File: config.mk
export PLATFORM = sky130hd
export DESIGN_NAME = prle_search_unit
export DESIGN_NICKNAME = d
export VERILOG_FILES = /design/src/hdl/prle_pkg.sv /design/src/hdl/prle_search_unit.sv
export SDC_FILE = /design/constraint.sdc
export NUM_CORES = 1
export LEC_CHECK = 0
export BUFFER_PORTS_ARGS = -buffer_cell sky130_fd_sc_hd__buf_2
export CORE_UTILIZATION = 48
export CTS_BUF_LIST = sky130_fd_sc_hd__clkbuf_8
export CTS_CLUSTER_DIAMETER = 120
export CTS_CLUSTER_SIZE = 30
export DETAILED_ROUTE_END_ITERATION = 7
export HOLD_SLACK_MARGIN = 0.08
export PLACE_DENSITY = 0.77
export SYNTH_ARGS = -nofsm -noshare
export SYNTH_HDL_FRONTEND = slang
export SYNTH_SLANG_ARGS = --single-unit
File: constraint.sdc
create_clock -name clk -period 2.5 [get_ports clk]
set_input_delay 0.5 -clock clk [delete_from_list [all_inputs] [get_ports clk]]
set_output_delay 0.5 -clock clk [all_outputs]
set_load 0.05 [all_outputs]
File: src/hdl/prle_pkg.sv
// shared types, constants and result builders for the palette run-length encoder
// no dependencies; imported by every module in hdl/
package prle_pkg;

  localparam int RGB_W            = 24;
  localparam int DEF_PALETTE_SIZE = 256;
  localparam int DEF_MAX_RUN      = 4096;

  // result kinds
  localparam logic [1:0] KIND_NEW = 2'd0;
  localparam logic [1:0] KIND_RUN = 2'd1;
  localparam logic [1:0] KIND_OVF = 2'd2;

  typedef struct packed {
    logic [7:0] red;
    logic [7:0] green;
    logic [7:0] blue;
    logic       row_end;
    logic       image_start;
  } in_word_t;

  typedef struct packed {
    logic [1:0]  kind;
    logic [7:0]  color_index;
    logic [7:0]  out_red;
    logic [7:0]  out_green;
    logic [7:0]  out_blue;
    logic [12:0] run_length;
    logic        last_result;
  } out_word_t;

  // search unit status toward the sequencer
  typedef struct packed {
    logic done;
    logic found;
  } search_stat_t;

  function automatic out_word_t make_run(logic [31:0] idx, logic [31:0] len);
    out_word_t w;
    w             = '0;
    w.kind        = KIND_RUN;
    w.color_index = idx[7:0];
    w.run_length  = len[12:0];
    return w;
  endfunction

  function automatic out_word_t make_new(logic [31:0] idx, logic [RGB_W-1:0] rgb);
    out_word_t w;
    w             = '0;
    w.kind        = KIND_NEW;
    w.color_index = idx[7:0];
    w.out_red     = rgb[23:16];
    w.out_green   = rgb[15:8];
    w.out_blue    = rgb[7:0];
    return w;
  endfunction

  function automatic out_word_t make_ovf();
    out_word_t w;
    w      = '0;
    w.kind = KIND_OVF;
    return w;
  endfunction

endpackage

File: src/hdl/prle_search_unit.sv
// sequential palette search: one entry compared per cycle, reads pipelined
// depends on prle_pkg; drives the read port of prle_palette_ram
module prle_search_unit #(
  parameter int PALETTE_SIZE = prle_pkg::DEF_PALETTE_SIZE
) (
  input  logic                                 clk,
  input  logic                                 rst_n,
  input  logic                                 start,
  input  logic [prle_pkg::RGB_W-1:0]           start_rgb,
  input  logic [$clog2(PALETTE_SIZE+1)-1:0]    start_lim,
  output logic                                 rd_en,
  output logic [$clog2(PALETTE_SIZE)-1:0]      rd_addr,
  input  logic [prle_pkg::RGB_W-1:0]           rd_data,
  output prle_pkg::search_stat_t               status,
  output logic [$clog2(PALETTE_SIZE)-1:0]      hit_idx
);
  import prle_pkg::*;

  localparam int IDX_W  = $clog2(PALETTE_SIZE);
  localparam int USED_W = $clog2(PALETTE_SIZE + 1);

  logic              busy_r;
  logic              pend_r;
  logic [USED_W-1:0] issue_r;
  logic [IDX_W-1:0]  pend_idx_r;
  logic [RGB_W-1:0]  rgb_r;
  logic [USED_W-1:0] lim_r;
  logic              done_r;
  logic              found_r;
  logic [IDX_W-1:0]  idx_r;

  logic              more;
  logic              hit;

  assign more    = issue_r < lim_r;
  assign hit     = pend_r && (rd_data == rgb_r);
  assign rd_en   = busy_r && more;
  assign rd_addr = issue_r[IDX_W-1:0];

  assign status.done  = done_r;
  assign status.found = found_r;
  assign hit_idx      = idx_r;

  always_ff @(posedge clk) begin
    if (!rst_n) begin
      busy_r  <= 1'b0;
      pend_r  <= 1'b0;
      done_r  <= 1'b0;
      found_r <= 1'b0;
    end else begin
      if (start) begin
        busy_r  <= 1'b1;
        pend_r  <= 1'b0;
        done_r  <= 1'b0;
        issue_r <= '0;
        rgb_r   <= start_rgb;
        lim_r   <= start_lim;
      end else if (busy_r) begin
        if (hit) begin
          busy_r  <= 1'b0;
          pend_r  <= 1'b0;
          done_r  <= 1'b1;
          found_r <= 1'b1;
          idx_r   <= pend_idx_r;
        end else if (!pend_r && !more) begin
          busy_r  <= 1'b0;
          done_r  <= 1'b1;
          found_r <= 1'b0;
        end else begin
          done_r     <= 1'b0;
          pend_r     <= more;
          pend_idx_r <= issue_r[IDX_W-1:0];
          if (more) begin
            issue_r <= issue_r + USED_W'(1);
          end
        end
      end else begin
        done_r <= 1'b0;
      end
    end
  end

endmodule

==> metrics, run 1 <==
status complete, no violations; Die Ht 76.2 um; YS warnings 0; vias per std cell roughly 4.8; clock buffer depth 2; Remaining Overflow, GRT 0; Syn Std Cell Area between 2000 and 3000 sq um; CTS tree yes; Post-synth EDFFs 58; Crit path required time about 2000 ps; cell-by-cell trace of the critical path ha_1, a211oi_2, o211ai_1, a21oi_2, and2_1, buf_6; WS Path Type reg -> out; clk sinks 62; Post-Syn Area per Cell between 10 and 15 sq um; CP delay by family, top compound AO/OA/AOI/OAI gates; Final Cell Area 3340 sq um; vias in the first global route between 1500 and 2000; # IOs 79; starting density of the core 0.508; setup TNS 0 ps; CTS buffer count 9; Pre-antenna DRT Iters 5; total track usage 0.163; Worst Setup Start Kind flop; GPL Wtd Cong 0.703; final worst path period share 0.977; final-report setup violation count 0; cells after synthesis roughly 180; Layout area overhead 26.4%; Final Hold Viols 0; Skew-Pair Late Insertion Delay 340 ps; ANT cells 0; CP Buf/Inv Count 1; WP data arrival just under 2000 ps; Syn Nets 251; drt total wl approximately 4300 um; clock transition at the registers of the reported paths roughly 70 ps; Hold WC Path Type in -> reg; Synth cell types 30; Die W about 76 um; FFs w/ async S/R, synth 0; CP peak stage delay just over 400 ps; Peak VDD IR slightly above 400 uV; share of cells above drive strength 1 0.399; normalized max-slew margin 0.768; #FFs+latches synth 62; Core ar. around 5200 sq um; Period minus WS final 2440 ps; Min Hold Slack about 330 ps; Layout Skew around 8.3 ps; vias post-DR between 1500 and 2000; Detail Route Antenna Nets 0; PortBufs 78; initial antenna violation count 1; DP Area 3120 sq um; Peak Freq a little over 0.4 GHz; area of the die approximately 5800 sq um; Iteration-0 DRC Markers between 100 and 150; Rows 26; crit end category output pin; first-pass GRT wire length between 7000 and 8000 um; final worst slack approximately 58 ps; wire length per cell roughly 13 um; max-slew violations 0; Final HPWL DP around 3200 um; LEAKAGE between 1 and 1.5 nW; max cap viols 0; drc violations 0; sequential cell area fraction in the yosys report 0.689; nets 340; pre-CTS setup slack between 200 and 250 ps; # H-tree levels 3; CTS root buf clkbuf_8; Tot Pwr ~2.3 mW; largest net degree at the start of global routing 30; CP max FO 2; Crit-path slowest cell edfxtp_1; Main synth FF type edfxtp_1; Worst Tran Pin Value 347 ps; pwr/cell area 692 nW/um^2
## cells in the final DEF (no fill, tap or decap), types with 5 or more instances in the layout
cell type,count
buf_2,77
edfxtp_1,58
xnor2_1,15
xor2_1,14
inv_1,11
buf_4,10
ha_1,9
clkbuf_8,9
nand2_1,8
nor2_1,8
a21oi_1,7
nand3_1,6
nand4_1,5
## state kept, by name, indices dropped and copies added, names as in the netlist
name / count
pend_idx_r: 8
hit_idx: 8
rgb_r: 24
lim_r: 9
pend_r: 1
done_r: 1
busy_r: 1
found_r: 1
issue_r: 9
## logic make-up (layout without fill, tap and decap cells)
logic type | count (synthesis) | after routing | share of synthesized area
xor gates and xnor gates | 29 | 29 | 0.0960
adders and majority gates | 9 | 9 | 0.0426
and+or+nand+nor | 42 | 42 | 0.0847
AOI/OAI and AO/OA | 19 | 19 | 0.0440
DFF | 62 | 62 | 0.689
buffers and inverters | 21 | 115 | 0.0440
## what timing repair did
| action | in CTS | in global routing |
|---|---|---|
| pin swaps | 0 | 1 |
| setup buffers | 0 | 2 |
| hold endpoints to repair | 0 | 0 |
| hold buffers | 0 | 0 |
| setup endpoints to repair | 1 | 1 |
| resized for setup | 2 | 3 |
## per-layer routing
layer  wire length (um)  up-vias  global-route usage  share of wire
li1                   -      828                   -              -
met1               1780      734               0.197           0.41
met2               2060       70               0.248           0.48
met3                347       15              0.0515          0.080
met4                136        2               0.115          0.031
met5                 10        -                   0         0.0023
## synth_stat cells, types with 4 or more instances
| master | count | area, sq um |
|---|---|---|
| dfxtp_1 | 4 | 80.1 |
| nand3_1 | 6 | 30.0 |
| edfxtp_1 | 58 | 1740 |
| inv_1 | 10 | 37.5 |
| a21oi_1 | 8 | 40.0 |
| o21ai_0 | 4 | 20.0 |
| buf_4 | 10 | 75.1 |
| ha_1 | 9 | 113 |
| xnor2_1 | 15 | 131 |
| nor2_1 | 8 | 30.0 |
| xor2_1 | 14 | 123 |
| nand4_1 | 5 | 31.3 |
| nand2_1 | 8 | 30.0 |
## worst register-to-register path, delay by kind of cell, from the launching register on
| kind | cells | cell delay (ps) |
|---|---|---|
| buffers and inverters | 2 | 340 |
| AO/OA/AOI/OAI | 5 | 820 |
| flip-flops | 1 | 410 |
| adder cells (fa/ha/maj) | 1 | 340 |
## through the flow
step,utilization,instances
2_1_floorplan,-,182
3_3_place_gp,0.600,328
3_5_place_dp,0.600,328
4_1_cts,0.638,344
5_1_grt,0.643,346
6_report,0.643,346
## power breakdown
| group | leakage [nW] | switching [mW] | internal (mW) |
|---|---|---|---|
| Sequential | 0.575 | 0.0273 | 1.20 |
| Clock | 0.0924 | 0.386 | 0.452 |
| Combinational | 0.675 | 0.137 | 0.116 |
| Total | 1.34 | 0.551 | 1.76 |
## final timing paths
kind | from | endpoint | slack [ps] | depth (start not counted)
hold reg to reg | pend_idx_r[7] | hit_idx[7] | 420 | 0
setup reg to reg | issue_r[4] | issue_r[4] | 290 | 8
setup / recovery | issue_r[4] | rd_en | 60 | 6
hold / removal | start_lim[7] | lim_r[7] | 330 | 1
## layout make-up
type	count	area, sq um
clock buffer	9	124
clock inverter	7	66.3
fill	418	1860
inverter	10	37.5
multi-input combinational	99	716
sequential	62	1820
tap	70	87.6
timing repair buffer	89	492
Power figures use the tool's default switching activity.
==> inputs of run 2 (changes only) <==
CORE_ASPECT_RATIO = 2   (was not set)
RECOVER_POWER = 100   (was not set)
==> run 2 against run 1 <==
Fmax rose by 1.3%. Clock power up 19%. Combinational power shrank 6%. Final cell count is 4.0% lower. Cell area down 1.8%. Sequential power barely moved. Total power up 6.3%. Global-route usage is 0.62 points higher. Register-to-register slack worse by 150 ps. Clock skew decreased by 0.59 ps. Non-clock buffer count is 2 lower. Die area up 0.32%. Critical path type unchanged. Critical endpoint unchanged. Largest cell class unchanged. Largest power group unchanged. Highest routed layer is now met4.
==> metrics, run 2 (synthesized netlist as in run 1, its figures left out) <==
status complete, no violations; Hold WC Path Type in -> reg; R2R setup slack between 100 and 150 ps; largest net degree at the start of global routing 27; Worst Tran Pin Value 614 ps; vias post-DR around 1700; post-CTS setup buffer count 0; Hold Path Origin start_rgb[10]; Remaining Overflow, GRT 0; pwr/cell area 749 nW/um^2; Peak VDD IR around 820 uV; first-pass GRT wire length between 6000 and 7000 um; max cap viols 0; reg-to-reg endpoint issue_r[4]; Largest register FFs 24; switching power about 0.5 mW; PortBufs 78; hold depth 1; most frequent cells in the layout edfxtp_1, buf_2, clkbuf_1; Hold Path End rgb_r[10]; clk sinks just over 60; GPL Wtd Cong roughly 0.74; Crit-path slowest cell edfxtp_1; DP Area about 3100 sq um; initial antenna violation count 0; Layout Skew a little under 8 ps; CTS buffer count 9; clock transition at the registers of the reported paths ~70 ps; CP Depth 6; cells on worst reg2reg path 8; CP max FO 2; Cell Int Power between 1.5 and 2 mW; CTS tree yes; CP delay by family, top compound AO/OA/AOI/OAI gates; vias in the first global route approximately 1700; WS Path Type reg -> out; ANT cells 0; Iteration-0 DRC Markers 18; Rows 37; area of the multi-input gates 714 sq um; Final HPWL DP around 3400 um; Regs by FF count rgb_r x24, issue_r x9, lim_r x9; Skew-Pair Late Insertion Delay 330 ps; vias per std cell approximately 5.1; Largest Register rgb_r; Final Hold Viols 0; Die W between 50 and 60 um; Detail Route Antenna Nets 0; share of cells above drive strength 1 0.285; WP data arrival about 1900 ps; Die Ht 107 um; crit end category output pin; total track usage 0.169; nets 338; fill count 444; CP peak stage delay a little under 400 ps; setup TNS 0 ps; reg2reg start issue_r[4]; Layout area overhead 24.2%; # IOs 79; part of the power in combinational logic 0.097; final-report setup violation count 0; Final Cell Area between 3000 and 4000 sq um; wire length per cell roughly 13 um; area of the die 5830 sq um; Clk pwr share 0.406; fin util 0.628; Period minus WS final between 2000 and 2500 ps; normalized max-slew margin 0.593; Core ar. roughly 5200 sq um; CTS root buf clkbuf_8; # H-tree levels 3; Peak Freq about 0.41 GHz; final worst path period share 0.965; CP Buf/Inv Count 1; RSZ-0062 raised after global routing false; starting density of the core 0.506; LEAKAGE between 1 and 1.5 nW; sequential cell area about 1800 sq um; Worst Setup Start Kind flop; Crit path required time around 2000 ps; drc violations 0; cell-by-cell trace of the critical path ha_1, a211oi_2, o211ai_1, a21oi_2, and2_1, buf_6; max-slew violations 0; drt total wl about 4400 um; clock buffer depth 2; sequential power share 0.497; Pre-antenna DRT Iters 4; switch share 0.209
## run 2: cell types whose count changed in the layout (fill, tap and decap cells not counted), sizes merged
cell	delta
clkbuf	+28
clkinvlp	-3
inv	+1
bufinv	+2
buf	-30
## run 2: worst register-to-register path: cells and delay by family (launching register included)
kind                       cells  cell delay, ps
AOI/OAI and AO/OA              5             890
DFF                            1             390
adders and majority gates      1             320
buffers and inverters          2             450
## run 2: area by class of cell
| cell class | instances | share of cell area |
|---|---|---|
| inverter | 10 | 0.0114 |
| sequential | 62 | 0.555 |
| clock buffer | 9 | 0.0377 |
| timing repair buffer | 87 | 0.125 |
| clock inverter | 7 | 0.0320 |
| tap | 58 | 0.0221 |
| multi-input combinational | 99 | 0.218 |
## run 2: metal layers
metal,wire length (um),GRT usage,up-vias
met2,2570,0.294,58
met3,215,0.0440,12
met5,0,0,-
met4,122,0.123,0
li1,-,-,830
met1,1480,0.156,778
## run 2: worst max path at each step
stage                            from         end  slack, ps
after floorplan            issue_r[4]  issue_r[0]        150
after global placement    rd_data[17]  hit_idx[1]        230
after detailed placement  rd_data[17]  hit_idx[2]        220
after CTS                  issue_r[4]       rd_en         10
after global routing       issue_r[4]       rd_en          7
final                      issue_r[4]       rd_en         90
## run 2: timing repair
action	in CTS	in global routing
hold buffers	0	0
resized for setup	2	2
cloned	0	0
endpoints found under the setup margin	1	1
pin swaps	0	3
## run 2: power groups by stage
stage | Combinational [mW] | Clock [mW] | Sequential (mW)
after floorplan | 0.155 | 0 | 1.24
final | 0.239 | 0.999 | 1.22
after global routing | 0.269 | 1.06 | 1.23
after CTS | 0.253 | 1.02 | 1.22
after global placement | 0.239 | 0 | 1.24
after detailed placement | 0.249 | 0 | 1.24
## run 2: stage by stage
step                      cells  hold WS, ps  power (mW)  setup slack (ps)
final                       332          338        2.46              88.6
after global routing        332          323        2.55              7.22
after CTS                   332          319        2.50              11.4
after detailed placement    316          405        1.49               220
after global placement      316          400        1.48               233
after floorplan             182          400        1.40               149
==> inputs of run 3 (changes only) <==
CELL_PAD_IN_SITES_DETAIL_PLACEMENT = 1   (was not set)
CELL_PAD_IN_SITES_GLOBAL_PLACEMENT = 1   (was not set)
CORE_UTILIZATION = 42   (was 48)
PLACE_DENSITY = 0.8   (was 0.77)
clock period = 2.7 ns   (was 2.5 ns; I/O delays follow)
==> run 3 against run 2 <==
Global-route usage is 0.95 points lower. Sequential power is 7% lower. Non-clock buffer count stayed put. Largest cell class unchanged.
==> metrics, run 3 (synthesized netlist as in run 1, its figures left out) <==
Crit path required time between 2000 and 2500 ps; share of cells above drive strength 1 0.288; Iteration-0 DRC Markers 11; fill count around 660; CTS root buf clkbuf_8; sequential cell area 1820 sq um; starting density of the core 0.437; CP max FO 3; Critical Path Source issue_r[4]; WS Path Type reg -> out; R2R setup slack approximately 250 ps; reg2reg start issue_r[4]; max cap viols 0; worst setup path endpoint rd_en; routed wl met2 between 2000 and 3000 um; clock buffer depth 2; Die W 58.1 um; Largest Register rgb_r; Remaining Overflow, GRT 0; Skew-Pair Late Insertion Delay between 300 and 400 ps; Detail Route Antenna Nets 0; initial antenna violation count 0; largest net degree at the start of global routing 18; Final Hold Viols 0; crit end category output pin; pre-CTS setup slack between 300 and 400 ps; clock transition at the registers of the reported paths 70 ps; CTS buffer count 9; clk sinks between 60 and 70; Largest register FFs 24; vias in the first global route 1763; LEAKAGE 1.24 nW; most frequent cells in the layout edfxtp_1, buf_2, clkbuf_1; RSZ-0062 raised after global routing false; Regs by FF count rgb_r x24, issue_r x9, lim_r x9; nets between 300 and 400; CTS tree yes; Peak VDD IR 452 uV; setup TNS 0 ps; WP data arrival 2040 ps; drc violations 0; Die Ht around 110 um; vias post-DR approximately 1700; Peak Freq around 0.39 GHz; status complete, no violations; Pre-antenna DRT Iters 4; cells on worst reg2reg path 8; GPL Wtd Cong between 0.7 and 0.8; hold depth 1; area of the multi-input gates between 700 and 800 sq um; normalized max-slew margin 0.387; Hold WC Path Type in -> reg; Period minus WS final between 2000 and 3000 ps; # H-tree levels 3; final-report setup violation count 0; PortBufs roughly 80; Layout Skew just under 8 ps; Layout area overhead 22.8%; pwr/cell area slightly above 600 nW/um^2; area of the die ~6600 sq um; # IOs 79; Worst Setup Start Kind flop; metal1 wirelength 1550 um; reg-to-reg endpoint issue_r[6]; vias per std cell about 4.8; Final HPWL DP between 3000 and 4000 um; final worst path period share 0.956; max-slew violations 0; final worst slack 120 ps; first-pass GRT wire length 7500 um; Worst Tran Pin Value around 920 ps; Rows 40; Core ar. 6060 sq um; routed wl met3 roughly 280 um; Post-CTS Hold Fix Bufs 0; total track usage 0.160; ANT cells 0; wire length per cell 13.4 um; drt total wl 4790 um; highest metal used met4
-- run 3: per-stage QoR --
step	instance area [sq um]	cells	hold WS (ps)	power, mW	utilization
final	3250	358	374	2.01	0.536
after global routing	3250	358	350	2.10	0.536
after CTS	3280	357	353	2.04	0.542
after detailed placement	3120	341	408	1.38	0.515
after global placement	3120	341	401	1.37	0.515
after floorplan	2650	182	400	1.29	-
-- run 3: report_power, final --
| group | total [mW] | switching, mW | internal (mW) |
|---|---|---|---|
| combinational | 0.227 | 0.131 | 0.0956 |
| sequential | 1.13 | 0.0251 | 1.11 |
| clock | 0.647 | 0.331 | 0.316 |
| total | 2.01 | 0.488 | 1.52 |
-- run 3: worst max-delay path, stage by stage (launching register included) --
cell and delay [ps]:
edfxtp_1 410, ha_1 350, a211oi_2 220, o211ai_1 130, a21oi_2 250, and2_1 180, buf_6 160
-- run 3: how the worst min path moves through the flow --
stage / startpoint / end / slack [ps]
final: start_lim[1] / lim_r[1] / 370
after global routing: start_lim[0] / lim_r[0] / 350
after global placement: pend_idx_r[3] / hit_idx[3] / 400
after CTS: start_lim[1] / lim_r[1] / 350
after floorplan: pend_idx_r[0] / hit_idx[0] / 400
after detailed placement: pend_idx_r[1] / hit_idx[1] / 410
-- run 3: area by class of cell --
| cell class | count | share of cell area |
|---|---|---|
| sequential | 62 | 0.561 |
| multi-input combinational | 99 | 0.219 |
| timing repair buffer | 87 | 0.128 |
| clock buffer | 9 | 0.0381 |
| tap | 84 | 0.0324 |
| inverter | 10 | 0.0116 |
| clock inverter | 7 | 0.0100 |
-- run 3: timing repair --
item | CTS | global route
pin swaps | 0 | 1
endpoints found under the setup margin | 1 | 1
resized for setup | 1 | 4
buffers inserted | 0 | 1
gates cloned | 0 | 0
-- run 3: metal layers --
layer | vias to the layer above | global-route usage
met2 | 54 | 0.297
met4 | 0 | 0.108
met1 | 817 | 0.134
met5 | - | 0
met3 | 10 | 0.0554
li1 | 827 | -
